`src/rtl/rect_obstacle_collision_check_defines.svh`:
```
// Assertion macros shared by the rectangle collision checker RTL.
`ifndef RECT_OBSTACLE_COLLISION_CHECK_DEFINES_SVH
`define RECT_OBSTACLE_COLLISION_CHECK_DEFINES_SVH

// same-cycle implication, disabled in reset
`define ROC_ASSERT_IMP(lbl, ante, cons) \
	lbl: assert property (@(posedge clk) disable iff (!arst_n) (ante) |-> (cons)) \
		else $error("roc assertion failed");

// next-cycle implication, disabled in reset
`define ROC_ASSERT_NXT(lbl, ante, cons) \
	lbl: assert property (@(posedge clk) disable iff (!arst_n) (ante) |=> (cons)) \
		else $error("roc assertion failed");

`endif

```
`src/rtl/roc_pkg.sv`:
```
// Shared types and constants for the rectangle collision checker.
package roc_pkg;

	localparam int MAX_RECTS_DEF = 64;

	localparam int MAP_HEIGHT_W = 12;
	localparam int HALF_SIZE_W  = 8;
	localparam int CFG_IDX_W    = 2;
	localparam int CFG_DATA_W   = 12;

	localparam logic [MAP_HEIGHT_W-1:0] MAP_HEIGHT_RST = 12'd1920;
	localparam logic [HALF_SIZE_W-1:0]  HALF_SIZE_RST  = 8'd20;

	localparam logic [CFG_IDX_W-1:0] REG_MAP_HEIGHT = 2'd0;
	localparam logic [CFG_IDX_W-1:0] REG_HALF_SIZE  = 2'd1;

	localparam logic [1:0] OP_LOAD  = 2'd0;
	localparam logic [1:0] OP_BOX   = 2'd1;
	localparam logic [1:0] OP_POINT = 2'd2;

	// stored rectangle: edges in whole units, y already flipped
	typedef struct packed {
		logic               obs;
		logic signed [14:0] y1;
		logic signed [13:0] y0;
		logic signed [13:0] x1;
		logic signed [12:0] x0;
	} rect_entry_t;

endpackage

```
`src/rtl/roc_ram.sv`:
```
// Generic single-write, single-read RAM with registered read data.
module roc_ram #(
	parameter int WIDTH = 8,
	parameter int DEPTH = 64,
	parameter int AW    = (DEPTH > 1) ? $clog2(DEPTH) : 1
) (
	input  logic             clk,
	input  logic             wr_en,
	input  logic [AW-1:0]    wr_addr,
	input  logic [WIDTH-1:0] wr_data,
	input  logic             rd_en,
	input  logic [AW-1:0]    rd_addr,
	output logic [WIDTH-1:0] rd_data
);

	logic [WIDTH-1:0] mem_q [DEPTH];

	always_ff @(posedge clk) begin
		if (wr_en) begin
			mem_q[wr_addr] <= wr_data;
		end
		if (rd_en) begin
			rd_data <= mem_q[rd_addr];
		end
	end

endmodule

```
`src/rtl/rect_obstacle_collision_check.sv`:
```
// Top level of the rectangle obstacle collision checker.
// A load's result strobes on done in the cycle after the load is accepted.
// A query scans the stored rectangles one per cycle through the table RAM's
// single read port while busy is high; done strobes once the last read has
// been compared. An empty table, or an unused opcode, answers without a scan,
// with done strobing in the cycle after the accept.
// Results are held on hit/status for exactly the cycle that done is high and
// must be captured then; nothing can hold them off.
`include "rect_obstacle_collision_check_defines.svh"

module rect_obstacle_collision_check #(
	parameter int MAX_RECTS = roc_pkg::MAX_RECTS_DEF
) (
	input  logic                                 clk,
	input  logic                                 arst_n,
	input  logic                                 start,
	output logic                                 busy,
	input  logic [1:0]                           opcode,
	input  logic signed [12:0]                   rect_x,
	input  logic signed [12:0]                   rect_y_raw,
	input  logic [11:0]                          rect_width,
	input  logic [11:0]                          rect_height,
	input  logic                                 is_obstacle,
	input  logic signed [17:0]                   pos_x,
	input  logic signed [17:0]                   pos_y,
	output logic                                 done,
	output logic                                 hit,
	output logic                                 status,
	input  logic                                 cfg_valid,
	output logic                                 cfg_ready,
	input  logic [roc_pkg::CFG_IDX_W-1:0]        cfg_index,
	input  logic [roc_pkg::CFG_DATA_W-1:0]       cfg_data
);

	localparam int AW = (MAX_RECTS > 1) ? $clog2(MAX_RECTS) : 1;
	localparam int CW = $clog2(MAX_RECTS + 1);
	localparam int EW = $bits(roc_pkg::rect_entry_t);
	localparam logic [CW-1:0] FULL = CW'(MAX_RECTS);

	typedef enum logic [1:0] {S_IDLE, S_SCAN, S_WAIT} state_t;

	state_t                              state_q;
	logic [roc_pkg::MAP_HEIGHT_W-1:0]    map_height_q;
	logic [roc_pkg::HALF_SIZE_W-1:0]     half_size_q;
	logic [CW-1:0]                       count_q;
	logic [CW-1:0]                       idx_q;
	logic                                strict_q;
	logic signed [20:0]                  qx_lo_q, qx_hi_q, qy_lo_q, qy_hi_q;
	logic                                hit_acc_q;
	logic                                vld_s1, last_s1;
	logic                                done_q, hit_q, status_q;

	logic                                accept, do_load, full, scan_rd, scan_last;
	roc_pkg::rect_entry_t                wr_entry, rd_entry;
	logic [EW-1:0]                       rd_raw;
	logic signed [14:0]                  y0_w;
	logic signed [19:0]                  hs;
	logic signed [20:0]                  x0s, x1s, y0s, y1s;
	logic                                match;

	assign busy      = (state_q != S_IDLE);
	assign cfg_ready = 1'b1;
	assign done      = done_q;
	assign hit       = hit_q;
	assign status    = status_q;

	assign accept  = start && !busy;
	assign full    = (count_q >= FULL);
	assign do_load = accept && (opcode == roc_pkg::OP_LOAD) && !full;

	// flip y on load and precompute far edges
	always_comb begin
		y0_w        = $signed({3'b000, map_height_q}) - 15'(rect_y_raw);
		wr_entry.x0 = rect_x;
		wr_entry.x1 = 14'(rect_x) + $signed({2'b00, rect_width});
		wr_entry.y0 = y0_w[13:0];
		wr_entry.y1 = y0_w + $signed({3'b000, rect_height});
		wr_entry.obs = is_obstacle;
	end

	assign scan_rd   = (state_q == S_SCAN);
	assign scan_last = scan_rd && (idx_q == count_q - CW'(1));

	roc_ram #(
		.WIDTH (EW),
		.DEPTH (MAX_RECTS),
		.AW    (AW)
	) u_table (
		.clk     (clk),
		.wr_en   (do_load),
		.wr_addr (count_q[AW-1:0]),
		.wr_data (wr_entry),
		.rd_en   (scan_rd),
		.rd_addr (idx_q[AW-1:0]),
		.rd_data (rd_raw)
	);

	assign rd_entry = roc_pkg::rect_entry_t'(rd_raw);
	assign hs       = $signed({8'd0, half_size_q, 4'd0});

	// scale stored edges by 16, compare against the query window, count only obstacles
	always_comb begin
		x0s = $signed({{4{rd_entry.x0[12]}}, rd_entry.x0, 4'd0});
		x1s = $signed({{3{rd_entry.x1[13]}}, rd_entry.x1, 4'd0});
		y0s = $signed({{3{rd_entry.y0[13]}}, rd_entry.y0, 4'd0});
		y1s = $signed({{2{rd_entry.y1[14]}}, rd_entry.y1, 4'd0});
		if (strict_q) begin
			match = (qx_hi_q > x0s) && (qx_lo_q < x1s) &&
				(qy_hi_q > y0s) && (qy_lo_q < y1s);
		end else begin
			match = (qx_hi_q >= x0s) && (qx_lo_q <= x1s) &&
				(qy_hi_q >= y0s) && (qy_lo_q <= y1s);
		end
		match = match && rd_entry.obs;
	end

	always_ff @(posedge clk or negedge arst_n) begin
		if (!arst_n) begin
			map_height_q <= roc_pkg::MAP_HEIGHT_RST;
			half_size_q  <= roc_pkg::HALF_SIZE_RST;
		end else if (cfg_valid && cfg_ready) begin
			case (cfg_index)
				roc_pkg::REG_MAP_HEIGHT: map_height_q <= cfg_data;
				roc_pkg::REG_HALF_SIZE:  half_size_q  <= cfg_data[roc_pkg::HALF_SIZE_W-1:0];
				default: ;
			endcase
		end
	end

	always_ff @(posedge clk) begin
		if (accept) begin
			strict_q <= (opcode == roc_pkg::OP_BOX);
			if (opcode == roc_pkg::OP_BOX) begin
				qx_lo_q <= 21'(pos_x) - 21'(hs);
				qx_hi_q <= 21'(pos_x) + 21'(hs);
				qy_lo_q <= 21'(pos_y) - 21'(hs);
				qy_hi_q <= 21'(pos_y) + 21'(hs);
			end else begin
				qx_lo_q <= 21'(pos_x);
				qx_hi_q <= 21'(pos_x);
				qy_lo_q <= 21'(pos_y);
				qy_hi_q <= 21'(pos_y);
			end
		end
	end

	always_ff @(posedge clk or negedge arst_n) begin
		if (!arst_n) begin
			state_q   <= S_IDLE;
			count_q   <= '0;
			idx_q     <= '0;
			hit_acc_q <= 1'b0;
			vld_s1    <= 1'b0;
			last_s1   <= 1'b0;
			done_q    <= 1'b0;
			hit_q     <= 1'b0;
			status_q  <= 1'b0;
		end else begin
			done_q   <= 1'b0;
			hit_q    <= 1'b0;
			status_q <= 1'b0;
			vld_s1   <= scan_rd;
			last_s1  <= scan_last;
			if (vld_s1 && match) begin
				hit_acc_q <= 1'b1;
			end
			case (state_q)
				S_IDLE: begin
					if (accept) begin
						idx_q     <= '0;
						hit_acc_q <= 1'b0;
						if (opcode == roc_pkg::OP_LOAD) begin
							done_q   <= 1'b1;
							status_q <= full;
							if (!full) begin
								count_q <= count_q + CW'(1);
							end
						end else if ((opcode == roc_pkg::OP_BOX ||
							opcode == roc_pkg::OP_POINT) && count_q != '0) begin
							state_q <= S_SCAN;
						end else begin
							done_q <= 1'b1;
						end
					end
				end
				S_SCAN: begin
					idx_q <= idx_q + CW'(1);
					if (scan_last) begin
						state_q <= S_WAIT;
					end
				end
				S_WAIT: begin
					if (last_s1) begin
						done_q  <= 1'b1;
						hit_q   <= hit_acc_q || (vld_s1 && match);
						state_q <= S_IDLE;
					end
				end
				default: state_q <= S_IDLE;
			endcase
		end
	end

	`ROC_ASSERT_IMP(a_done_idle, done_q, state_q == S_IDLE)
	`ROC_ASSERT_IMP(a_count_max, 1'b1, count_q <= FULL)
	`ROC_ASSERT_IMP(a_status_nohit, status_q, !hit_q)
	`ROC_ASSERT_IMP(a_scan_nonempty, state_q == S_SCAN, count_q != '0)
	`ROC_ASSERT_IMP(a_wait_last, state_q == S_WAIT, last_s1 && vld_s1)
	`ROC_ASSERT_NXT(a_last_wait, scan_last, state_q == S_WAIT)

endmodule

```
`config.mk`:
```
export PLATFORM = sky130hd
export DESIGN_NAME = rect_obstacle_collision_check
export DESIGN_NICKNAME = d
export VERILOG_FILES = /design/src/rtl/roc_pkg.sv /design/src/rtl/roc_ram.sv /design/src/rtl/rect_obstacle_collision_check.sv
export VERILOG_INCLUDE_DIRS = /design/src /design/src/rtl
export SDC_FILE = /design/constraint.sdc
export NUM_CORES = 2
export LEC_CHECK = 0
export BUFFER_PORTS_ARGS = -buffer_cell sky130_fd_sc_hd__buf_2
export CORE_ASPECT_RATIO = 0.8
export CORE_MARGIN = 3
export CORE_UTILIZATION = 63
export DETAILED_ROUTE_END_ITERATION = 8
export PLACE_DENSITY_LB_ADDON = 0.3
export SLEW_MARGIN = 20
export SYNTH_ARGS = -nofsm -noshare
export SYNTH_HDL_FRONTEND = slang
export SYNTH_SLANG_ARGS = --single-unit
```
`constraint.sdc`:
```
create_clock -name clk -period 10.6 [get_ports clk]
set_input_delay 1.06 -clock clk [delete_from_list [all_inputs] [get_ports clk]]
set_output_delay 1.06 -clock clk [all_outputs]
set_load 0.01 [all_outputs]
```
# Word level (Yosys, flattened, before mapping)
# Memories as Yosys holds them, arrays and structs flattened. A register that Yosys moved wholly into a read port is not among the register bits.
# Cells that the tools add are included.
# word_totals
input_bits,107
output_inout_bits,5
register_bits,127
ramBits,3648
mem_count,1
# classes
magnitude_cmp,9
mux,28
add_sub_neg,10
bitwise,1
n_eq_ne,11
n_reduce_logical,28
# mem_list
memory,depth,word_bits,rd,rd_clocked_by_memory_dff,write_ports,line,text
u_table.mem_q,64,57,1,1,1,roc_ram.sv:16,logic [WIDTH-1:0] mem_q [DEPTH];
# ops
cell,n
$mux 21,4
$add 18x13->19,2
$sub 18x13->19,2
$ge 21x17->1,1
$ge 21x18->1,1
$gt 21x17->1,1
$gt 21x18->1,1
$le 21x18->1,1
$le 21x19->1,1
$lt 21x18->1,1
$lt 21x19->1,1
$add 14x13->15,1
$mux 1,15
$add 13x13->14,1
$add 7x1->7 const B,2
$pmux 7 s2,1
$sub 13x13->14,1
$logic_and 1x1->1,13
$mux 2,5
$ne 2x2->1 const B,4
$eq 7x7->1,1
$ge 7x7->1 const B,1
$mux 7,1
$reduce_bool 7->1,1
14 further kinds,24

# Longest topological paths before layout
# depth
depth_word,10
mapped_depth,16
mapped_depth_nobuf,16

# Hierarchy
# A second synthesis with hierarchy kept.
# hier_totals
cells_unflattened,6707
hier_area_um2,149091.7
# by_module_without_submodules
mod,area_each_um2,cells_each,seq_area_each_um2,n_inst
roc_ram,140095.6,5760,111256.7,1
rect_obstacle_collision_check,8996.1,947,3070.4,1

# Worst setup path after synthesis
# No wires, ideal clock.
# synth_path
path_type,input-to-reg
from,input port start
to,"memory u_table.mem_q[49][0] (netlist name), enable pin"
arrival_ns,7.712
stages,7
path_slack_ns,2.346
required_time_ns,10.058
cell_sequence,or3b_2 -> clkbuf_1 -> inv_1 -> nand2_1 -> nor3_1 -> nand2_1 -> nor3_1
# synth_via
elab_chain_cells,5
# synth_rtl
element,line,text
from (decl),rect_obstacle_collision_check.sv:16,"input logic start,"
$logic_and 1x1->1,rect_obstacle_collision_check.sv:67,assign accept = start && !busy;
via accept,rect_obstacle_collision_check.sv:53,"logic accept, do_load, full, scan_rd, scan_last;"
$logic_and 1x1->1 (2 in a row),rect_obstacle_collision_check.sv:69,assign do_load = accept && (opcode == roc_pkg::OP_LOAD) && !full;
$mux 1,roc_ram.sv:19,if (wr_en) begin
$mux 1 (implied by the code),roc_ram.sv:20,mem_q[wr_addr] <= wr_data;
to (decl),roc_ram.sv:16,
# The timed path passes the listed nets, and every way through them passes these cells.

# Final worst setup path
# layout_path
from,register map_height_q[0] (netlist name)
to,"memory u_table.mem_q[43][55] (netlist name), data pin"
# layout_via
elab_chain_cells,2
# layout_rtl
element,line,text
from (decl),rect_obstacle_collision_check.sv:43,logic [roc_pkg::MAP_HEIGHT_W-1:0] map_height_q;
from (signal assigned),rect_obstacle_collision_check.sv:119,map_height_q <= roc_pkg::MAP_HEIGHT_RST;
from (signal assigned),rect_obstacle_collision_check.sv:123,roc_pkg::REG_MAP_HEIGHT: map_height_q <= cfg_data;
$sub 13x13->14,rect_obstacle_collision_check.sv:73,"y0_w = $signed({3'b000, map_height_q}) - 15'(rect_y_raw);"
via u_table.wr_data[35],roc_ram.sv:10,"input logic [WIDTH-1:0] wr_data,"
$add 14x13->15,rect_obstacle_collision_check.sv:77,"wr_entry.y1 = y0_w + $signed({3'b000, rect_height});"
via u_table.wr_data[55],roc_ram.sv:10,
# The timed path passes the listed nets, and every way through them passes these cells.

==> impl_metrics.json <==
{
  "path_cells": "inv_1 -> ha_1 -> inv_1 -> fa_2 -> a211oi_1 -> o21bai_1 -> a31o_2 -> a21oi_1 -> xnor2_2 -> buf_4 -> ha_1 -> and2_1 -> o21ai_0 -> nand2b_1 -> o41ai_1 -> o21a_1 -> buf_4",
  "rsz0062_at_grt": "no",
  "syn-num-nets": 6462,
  "seq_area_frac_synth_pct": 76.84,
  "relSlewSlack_pct": 20.13,
  "hold_viol": 0,
  "drive_above_1_share_pct": 31.35,
  "max_freq_ghz": 0.1783,
  "final_cell_mix": "3772 x edfxtp_1, 1197 x mux4_2, 362 x clkbuf_16, 173 x buf_4, 133 x ha_1",
  "p_comb_share_pct": 25.3,
  "synth_seq_cells": 3814,
  "cts_max_path_buffers": 4,
  "ir_drop_v": 0.0002383,
  "holdCritPathClass": "primary input to async pin",
  "cts.sinks": 3814,
  "num_rows": 158,
  "wl_per_cell_microns": 42.82,
  "synth.area.top_cells": "edfxtp_1 76%, mux4_2 18%, ha_1 1.1%, dfrtp_1 0.61%, clkbuf_1 0.44%",
  "syn_avg_cell_area_sq_um": 23.94,
  "nets": 6832,
  "grt_pass1_wl_mm": 596.6,
  "fin_crit_ns": 5.610,
  "worstSetupEndpointType": "flop",
  "antenna_found_initial": 19,
  "syn_area_sq_mm": 0.1488,
  "cp.arrival_ns": 6.18,
  "setup-violations-final": 0,
  "p_int_w": 0.03000,
  "cp_top_family": "compound AO/OA/AOI/OAI gates",
  "grt_usage_pct": 35.89,
  "io_buffers": 110,
  "fin_util_pct": 71.20,
  "cts_tree": "built",
  "p_sw_share_pct": 29.41,
  "ys.flop_type": "edfxtp_1",
  "worstPathMaxFanout": 65,
  "hpwl_mm": 220.0,
  "yosys.area.top_type": "edfxtp_1",
  "cpPeakStageDelay_ns": 0.72,
  "power_w": 0.04250,
  "syn_inst": 6214,
  "grt_pass1_vias": 74760,
  "power.share.clock_pct": 30.1,
  "cts.hold.buffers_added": 0,
  "p_leak_nw": 51.59,
  "cp-start-kind": "flop",
  "final_common_cell": "edfxtp_1",
  "overflow": 0,
  "die_w_microns": 549.3,
  "cpMaxStageDelayCell": "o41ai_1",
  "initial_core_util_pct": 63.78,
  "drc": 0,
  "cts_inserted_buffers": 355,
  "grt_max_degree": 141,
  "cts_resized": 0,
  "cts-root-buf": "clkbuf_16",
  "synth_top_area_share_pct": 76.13,
  "h-tree-depth": 5,
  "ys_types": 59,
  "worst_clock_skew_ns": 0.06446,
  "power_switching_w": 0.01250,
  "async_flop_share_pct": 1.101,
  "power_frac_seq_pct": 44.5,
  "synth_edf_count": 3772,
  "io_pins": 112,
  "gp_congestion": 0.8829,
  "maxSlewViolCount": 0,
  "core-area_sq_mm": 0.2333,
  "clk_pin_slew_ns": 0.06,
  "cap_violations": 0,
  "powerDensity_mw_per_mm2": 255.9,
  "fin_setup_tns_ns": 0,
  "fill_cells": 12530,
  "yosysWarnings": 0,
  "die_area_sq_mm": 0.2421,
  "status": "finished, final reports clean",
  "vias": 74920,
  "post-cts-setup-buffers": 0,
  "path_buf_inv": 4,
  "drt-vias-per-instance": 7.496,
  "cp_data_required_time_ns": 11.17,
  "antenna_left": 0,
  "drt_iter0_markers": 12870,
  "syn2layout_area_growth_pct": 11.62,
  "critPathKind": "flop to flop",
  "routed_wl_mm": 427.9,
  "die_h_microns": 440.7,
  "timing.final.crit_share_pct": 52.92,
  "clk_latency_ns": 0.92,
  "dr.pass1.iters": 8,
  "worst_pin_slew_ns": 1.198
}
==> synthesized netlist by cell type, types with 15 or more instances <==
cell      number
nand2b_1      15
xor2_1        26
ha_1         134
nor3_1        19
clkbuf_1     174
nor2_1       124
mux4_2      1197
dfrtp_1       36
buf_1         19
mux2_2        27
a21oi_1       71
nand3_1       20
o21ai_0       40
nand2_1       50
nand4_1       19
buf_2         93
edfxtp_1    3772
xnor2_1       56
a21o_1        33
inv_1        118
==> registers in the layout, summed over array words and instances, names as in the netlist, 2 cells and up <==
name,flops
qy_lo_q,19
u_table.mem_q,3648
qx_lo_q,19
qy_hi_q,14
count_q,7
state_q,2
half_size_q,8
idx_q,7
u_table.rd_data,57
qx_hi_q,14
map_height_q,12
==> area by class of cell <==
cell class | instances | area, sq um | share of cell area, %
diodes | 10 | 25.02 | 0.01507
clock buffers | 442 | 9429 | 5.677
clock inverters | 195 | 1944 | 1.171
inverters | 120 | 455.4 | 0.2742
multi-input cells | 1989 | 33670 | 20.27
flip-flops and latches | 3814 | 114400 | 68.85
well taps | 3120 | 3904 | 2.351
repair buffers | 304 | 2305 | 1.388
==> through the flow <==
stage / hold WS [ns] / cell area, sq um / instances / worst slack (ns)
after floorplan: 0.4484 / 148800 / 6214 / 2.346
after global placement: 0.4672 / 154500 / 9342 / 4.702
after detailed placement: 0.4817 / 154600 / 9345 / 4.511
after CTS: 0.2381 / 166000 / 9982 / 5.001
after global routing: 0.2741 / 166100 / 9985 / 4.617
final: 0.2570 / 166100 / 9994 / 4.990
==> layer usage <==
metal  global-route usage [%]  up-vias  routed length, microns
li1                         -    27360                       -
met1                    48.70    39440                  140700
met2                    55.25     6983                  203700
met3                    8.962     1120                   56550
met4                    18.52       16                   26910
met5                        0        -                     103
==> power groups by stage <==
stage          combinational (W)  sequential (W)  clock, W
2_1_floorplan            0.00683          0.0191         0
3_3_place_gp              0.0101          0.0192         0
3_5_place_dp              0.0104          0.0192         0
4_1_cts                   0.0107          0.0189    0.0129
5_1_grt                   0.0112          0.0189    0.0134
6_report                  0.0108          0.0189    0.0128
==> worst reg2reg max path, stage by stage, from the launching register on <==
cell	delay, ns
dfrtp_1	0.36
inv_1	0.07
ha_1	0.17
inv_1	0.07
fa_2	0.40
a211oi_1	0.27
o21bai_1	0.16
a31o_2	0.30
a21oi_1	0.27
xnor2_2	0.18
buf_4	0.61
ha_1	0.45
and2_1	0.20
o21ai_0	0.22
nand2b_1	0.13
o41ai_1	0.72
o21a_1	0.19
buf_4	0.49
==> logic make-up (layout without fill, tap and decap cells) <==
family          Yosys count  in the layout  share of synthesized area (%)
flops                  3814           3814                          76.84
mux                    1226           1226                          18.34
buf+inv                 411           1061                          1.138
simple gates            317            317                          1.042
compound gates          222            222                         0.9377
fa+ha+maj               141            141                          1.221
xor+xnor                 82             82                         0.4827
other cells               1             11                       0.002520
==> worst paths after layout <==
check,slack [ns],from,depth (start not counted),to
min,0.26,arst_n,2,last_s1$_DFF_PN0_
max reg2reg,4.99,map_height_q[0]$_DFFE_PN0P_,17,u_table.mem_q[43][55]$_DFFE_PP_
min in group clk,0.32,pos_x[1],1,qx_lo_q[1]$_DFFE_PP_
max in group asynchronous,9.74,arst_n,2,half_size_q[5]$_DFFE_PN0P_
max,4.99,map_height_q[0]$_DFFE_PN0P_,17,u_table.mem_q[43][55]$_DFFE_PP_
min reg2reg,0.50,hit_acc_q$_DFF_PN0_,2,hit_acc_q$_DFF_PN0_
Power figures use the tool's default switching activity.
